$ cat config.mk
export PLATFORM = sky130hd
export DESIGN_NAME = trfm_pix_unit
export DESIGN_NICKNAME = d
export VERILOG_FILES = /design/src/rtl/core/trfm_pkg.sv /design/src/rtl/core/trfm_pix_unit.sv
export SDC_FILE = /design/constraint.sdc
export NUM_CORES = 1
export LEC_CHECK = 0
export BUFFER_PORTS_ARGS = -buffer_cell sky130_fd_sc_hd__clkbuf_2
export CORE_ASPECT_RATIO = 0.9
export CORE_MARGIN = 4
export CORE_UTILIZATION = 47
export DETAILED_ROUTE_END_ITERATION = 8
export PLACE_DENSITY = 0.85
export SLEW_MARGIN = 20
export SYNTH_ARGS = -nofsm -noshare
export SYNTH_HDL_FRONTEND = slang
export SYNTH_SLANG_ARGS = --single-unit
$ cat constraint.sdc
create_clock -name vclk -period 2.5
set_clock_uncertainty 0.05 [all_clocks]
set_input_delay 0 -clock vclk [all_inputs]
set_output_delay 0 -clock vclk [all_outputs]
set_load 0.005 [all_outputs]
$ cat src/rtl/core/trfm_pkg.sv
package trfm_pkg;

  // Field widths fixed by the stream format
  localparam int CFG_W       = 9;
  localparam int CFG_IDX_W   = 1;
  localparam int OP_W        = 2;
  localparam int NORM_W      = 16;
  localparam int TIME_IN_W   = 16;
  localparam int OPACITY_W   = 8;
  localparam int HOLD_OUT_W  = 16;
  localparam int S_TDATA_W   = 48;
  localparam int M_TDATA_W   = 32;

  // Defaults for the top-level parameters
  localparam int DEF_MAX_WIDTH  = 256;
  localparam int DEF_MAX_HEIGHT = 256;
  localparam int DEF_TIMER_BITS = 16;

  localparam logic [OPACITY_W-1:0] OPAQUE     = 8'd255;
  localparam logic [CFG_W-1:0]     GRID_RESET = 9'd256;

  // Operation codes carried on s_tuser
  localparam logic [OP_W-1:0] OP_REVEAL = 2'd0;
  localparam logic [OP_W-1:0] OP_PROBE  = 2'd1;
  localparam logic [OP_W-1:0] OP_TICK   = 2'd2;

  // Configuration register indexes
  localparam logic [CFG_IDX_W-1:0] CFG_GRID_WIDTH  = 1'b0;
  localparam logic [CFG_IDX_W-1:0] CFG_GRID_HEIGHT = 1'b1;

  typedef enum logic [3:0] {
    ST_CLEAR,
    ST_IDLE,
    ST_MAPX,
    ST_MAPY,
    ST_ADDR,
    ST_REVEAL,
    ST_TICK,
    ST_DRAIN,
    ST_PRB_RD,
    ST_PRB_WAIT,
    ST_DONE
  } state_t;

endpackage

$ cat src/rtl/core/trfm_pix_unit.sv
module trfm_pix_unit #(
  parameter int TIMER_BITS = 16
) (
  input  logic                           reveal,
  input  logic [TIMER_BITS-1:0]          hold_time,
  input  logic [trfm_pkg::OPACITY_W-1:0] cur_opacity,
  input  logic [TIMER_BITS-1:0]          cur_hold,
  output logic [trfm_pkg::OPACITY_W-1:0] new_opacity,
  output logic [TIMER_BITS-1:0]          new_hold,
  output logic                           raised
);

  import trfm_pkg::*;

  // Reveal clears and extends the hold; tick counts the hold down, then fades in
  always_comb begin
    new_opacity = cur_opacity;
    new_hold    = cur_hold;
    raised      = 1'b0;
    if (reveal) begin
      new_opacity = '0;
      if (hold_time > cur_hold) begin
        new_hold = hold_time;
      end
    end else if (cur_hold != '0) begin
      new_hold = cur_hold - TIMER_BITS'(1);
    end else if (cur_opacity != OPAQUE) begin
      new_opacity = cur_opacity + OPACITY_W'(1);
      raised      = 1'b1;
    end
  end

endmodule
==> Yosys cells after proc, flatten, opt, wreduce, memory -nomap -nowiden <==
Cells that the tools add are included.
{ "classes": {"n_lt_le_gt_ge": 1, "eq_ne": 1, "n_reduce_logical": 1, "add_sub_neg": 2, "n_mux": 9} }
{ "op_table": {"columns": ["operator", "count"], "rows": [
  ["16-bit two-way mux", 3],
  ["8-bit two-way mux", 3],
  ["16-bit greater-than comparator", 1],
  ["16-bit nonzero test", 1],
  ["16-bit by 1-bit subtractor with 16-bit output, second input constant", 1],
  ["8-bit by 1-bit adder with 8-bit output, second input constant", 1],
  ["8-bit != test, second input constant", 1],
  ["1-bit two-way mux", 3]
]} }
{ "word_totals": {"ff_bits": 0, "output_inout_bits": 25, "in_bits": 41, "word_cells": 14} }

==> Logic depth before layout (Yosys ltp) <==
{ "depth": {"ltp_word": 4, "mapped_depth": 10, "ltp_nobuf": 8} }

==> Worst setup path after synthesis <==
No wires, ideal clock.
{ "synth_path": {"path_type": "input to output", "startpoint": "input port cur_hold[1]", "endpoint": "output port new_hold[12]", "required_time_ns": 2.450, "path_buffers": 2, "t_arrival_ns": 1.900, "path_stages": 10, "slack_ns": 0.550, "cell_sequence": "inv_1 -> ha_1 -> nor2b_1 -> o211ai_1 -> a2111o_1 -> a311oi_1 -> clkbuf_1 -> clkbuf_1 -> a21oi_1 -> o21ai_0"} }
{ "synth_between": {"elab_chain_cells": 3, "elab_cells_between_ends": 6, "cone_classes": "add/sub (1); order compare (1); mux (3); reduce/logical (1)"} }
{ "synth_rtl": {"columns": ["item", "line_no", "rtl"], "rows": [
  ["start, declared", "trfm_pix_unit.sv:7", "input logic [TIMER_BITS-1:0] cur_hold,"],
  ["16-bit by 1-bit subtractor with 16-bit output, or another cell as far along", "trfm_pix_unit.sv:26", "new_hold = cur_hold - TIMER_BITS'(1);"],
  ["16-bit two-way mux, on equally long branches", "trfm_pix_unit.sv:25, trfm_pix_unit.sv:22", null],
  ["16-bit two-way mux (*)", "trfm_pix_unit.sv:20", "if (reveal) begin"],
  ["end, declared", "trfm_pix_unit.sv:9", "output logic [TIMER_BITS-1:0] new_hold,"]
]} }
Mark *: on every way between the ends. The rest lies on a longest branch, timed or not.

==> Worst setup path in the final report <==
{ "layout_path": {"startpoint": "input port cur_hold[15]", "endpoint": "output port new_hold[10]"} }
{ "layout_between": {"elab_chain_cells": 3, "elab_cells_between_ends": 5, "cone_classes": "order compare (1); mux (3); reduce/logical (1)"} }
{ "layout_rtl": {"columns": ["item", "line_no"], "rows": [
  ["16-bit greater-than comparator or 16-bit nonzero test (tied branches)", "trfm_pix_unit.sv:22, trfm_pix_unit.sv:25"],
  ["16-bit two-way mux, on equally long branches", "trfm_pix_unit.sv:22, trfm_pix_unit.sv:25"],
  ["16-bit two-way mux (*)", "trfm_pix_unit.sv:20"]
]} }
Marked as above.

==> out/results.txt <==
status: finished clean
most numerous cell in the Yosys netlist: inv_1
IO Pins: 66
slew at the pin closest to its max-slew limit: 0.539 ns
antenna violations before repair: 0
Crit path arrival time: 2.18 ns
placed inst area: 0.00149 sq mm
DIE AREA: 0.00325 sq mm
Worst Path Required: 2.45 ns
vias in the first global route: 1,267
top sig layer: met3
grt total ovfl: 0
Worst path slowest cell: a2111o_1
Hold Path Depth: 3
Crit path max-delay family: compound AO/OA/AOI/OAI gates
num sequential: 0
Fmax: 0.449 GHz
CP endpoint kind: primary output
Final period util: 89.0%
Reg area: 0 sq um
global placer's final weighted congestion: 0.828
crit path launch type: input port
Die Width: 59.7 um
area share of the largest cell type after synthesis: 19.9%
dpl hpwl: 2.76 mm
Leak: 0.734 nW
final hold viol count: 0
Post-Syn Area: 0.00113 sq mm
final worst slack: 0.274 ns
Yosys warning total: 0
post-CTS setup buffer count: 0
Avg Synthesized Cell Area: 6.65 sq um
GRT Overall Usage: 18.9%
Initial Utilization: 50.4%
fin. max-slew vios: 0
via count: 1,459
CP Max Fanout: 29
cell area after layout: 0.00149 sq mm
largest net degree at the start of global routing: 30
max cap viols: 0
CP peak stage delay: 0.45 ns
Layout area overhead: 32.2%
placed cells: 259
final setup vio count: 0
met1 WL: 1.48 mm
synth cell count leaders: inv_1 (20), ha_1 (18), nor2_1 (15)
core area: 0.00224 sq mm
Most Frequent Cell on Critical Path: clkbuf_2
Final nets: 293
DR WL met3: 234 um
Routed Antenna Nets: 0
post-CTS sizing: 0
Syn Inst Count: 170
setup tns final: 0 ns
layout cells sized above 1: 31.9%
DR DRC count: 0
row count: 16
first-pass GRT wire length: 5.10 mm
die height: 54.5 um
CP Class: input port to primary output
RSZ-0062 raised after global routing: false
met2 wire length: 1.49 mm
Worst Hold End: new_hold[5]
VDD IR max: 0.114 mV
Synth area leaders: ha_1 (20%), inv_1 (6.6%), a21oi_1 (5.3%)
PortBufs: 66
final wirelength: 3.20 mm
PwrDens: 161 mW/mm^2
syn_nets: 229
via-per-instance ratio: 5.63
Pre-Repair DR Iteration Count: 4
relative slew slack: 63.8%
Distinct cells, synth: 39
FILL cells: 231
clock buffers: 0
initial DRC count: 74
Final min period: 2.23 ns
worst path cell trace: clkbuf_2 > inv_1 > ha_1 > nand4_1 > a2111o_1 > a311oi_2 > buf_12 > a211oi_1 > a311oi_1 > clkbuf_2
Cell Count, Final, Fillers Out: 259
HP Class: input port to primary output
hold_sp: cur_hold[5]
Avg WL per Cell: 12.4 um
buffers plus inverters on the worst setup path: 4
cell taking the most area after synthesis: ha_1
ANT cells: 0
quantity of hold-fixing buffers added after cts: 0
register area share after synthesis: 0%
pre-CTS setup slack: 0.278 ns
Util after Layout: 66.6%
## metrics by stage
| step | hold WS [ns] | power, W |
|---|---|---|
| 2_1_floorplan | 0.00617 | 0.000126 |
| 3_3_place_gp | 0.214 | 0.000235 |
| 3_5_place_dp | 0.217 | 0.000239 |
| 4_1_cts | 0.216 | 0.000240 |
| 5_1_grt | 0.247 | 0.000272 |
| 6_report | 0.212 | 0.000240 |
## placed cells by master (no fill, tap or decap), drive strengths merged, types with 3 or more instances in the layout
cell	netlist	final
a211oi	5	5
a21oi	12	12
a311oi	5	5
a31oi	3	3
clkbuf	4	66
ha	18	18
inv	20	20
mux2i	4	4
nand2	14	14
nand4	8	8
nor2	15	15
nor2b	7	7
nor3	11	11
nor4	4	4
o21ai	9	9
or4	3	3
xor2	4	4
## final cells by class
class	count	area, sq um	area share [%]
inverters	20	75.1	5.03
well taps	27	33.8	2.26
repair buffers	67	350	23.5
multi-input cells	145	1030	69.3
## per-layer routing
layer  track usage (%)  up-vias
li1                  -      773
met1              25.8      645
met2              33.3       41
met3              1.18        0
met4              2.21        0
met5                 0        -
## power breakdown
group          leakage, nW  total [W]  internal [W]  switching [W]
Clock                    0          0             0              0
Combinational        0.734   0.000240      0.000113       0.000127
Sequential               0          0             0              0
Total                0.734   0.000240      0.000113       0.000127
## worst max-delay path by stage
| stage | start | end | slack (ns) | cells after the start |
|---|---|---|---|---|
| 5_1_grt | cur_hold[13] | new_hold[10] | 0.1 | 10 |
| 4_1_cts | cur_hold[15] | new_hold[10] | 0.29 | 10 |
| 2_1_floorplan | cur_hold[1] | new_hold[12] | 0.55 | 10 |
| 6_report | cur_hold[15] | new_hold[10] | 0.27 | 10 |
| 3_3_place_gp | cur_hold[6] | new_opacity[4] | 0.37 | 8 |
| 3_5_place_dp | cur_hold[15] | new_hold[10] | 0.28 | 10 |
## kinds of logic after synthesis
kind of cell               Yosys count  share of synthesized area [%]
AOI/OAI and AO/OA                   50                           32.1
buffers and inverters               25                           8.97
muxes                                4                           3.54
adders and majority gates           18                           19.9
and+or+nand+nor                     68                           31.6
xor gates and xnor gates             5                           3.88
Power figures use the tool's default switching activity.
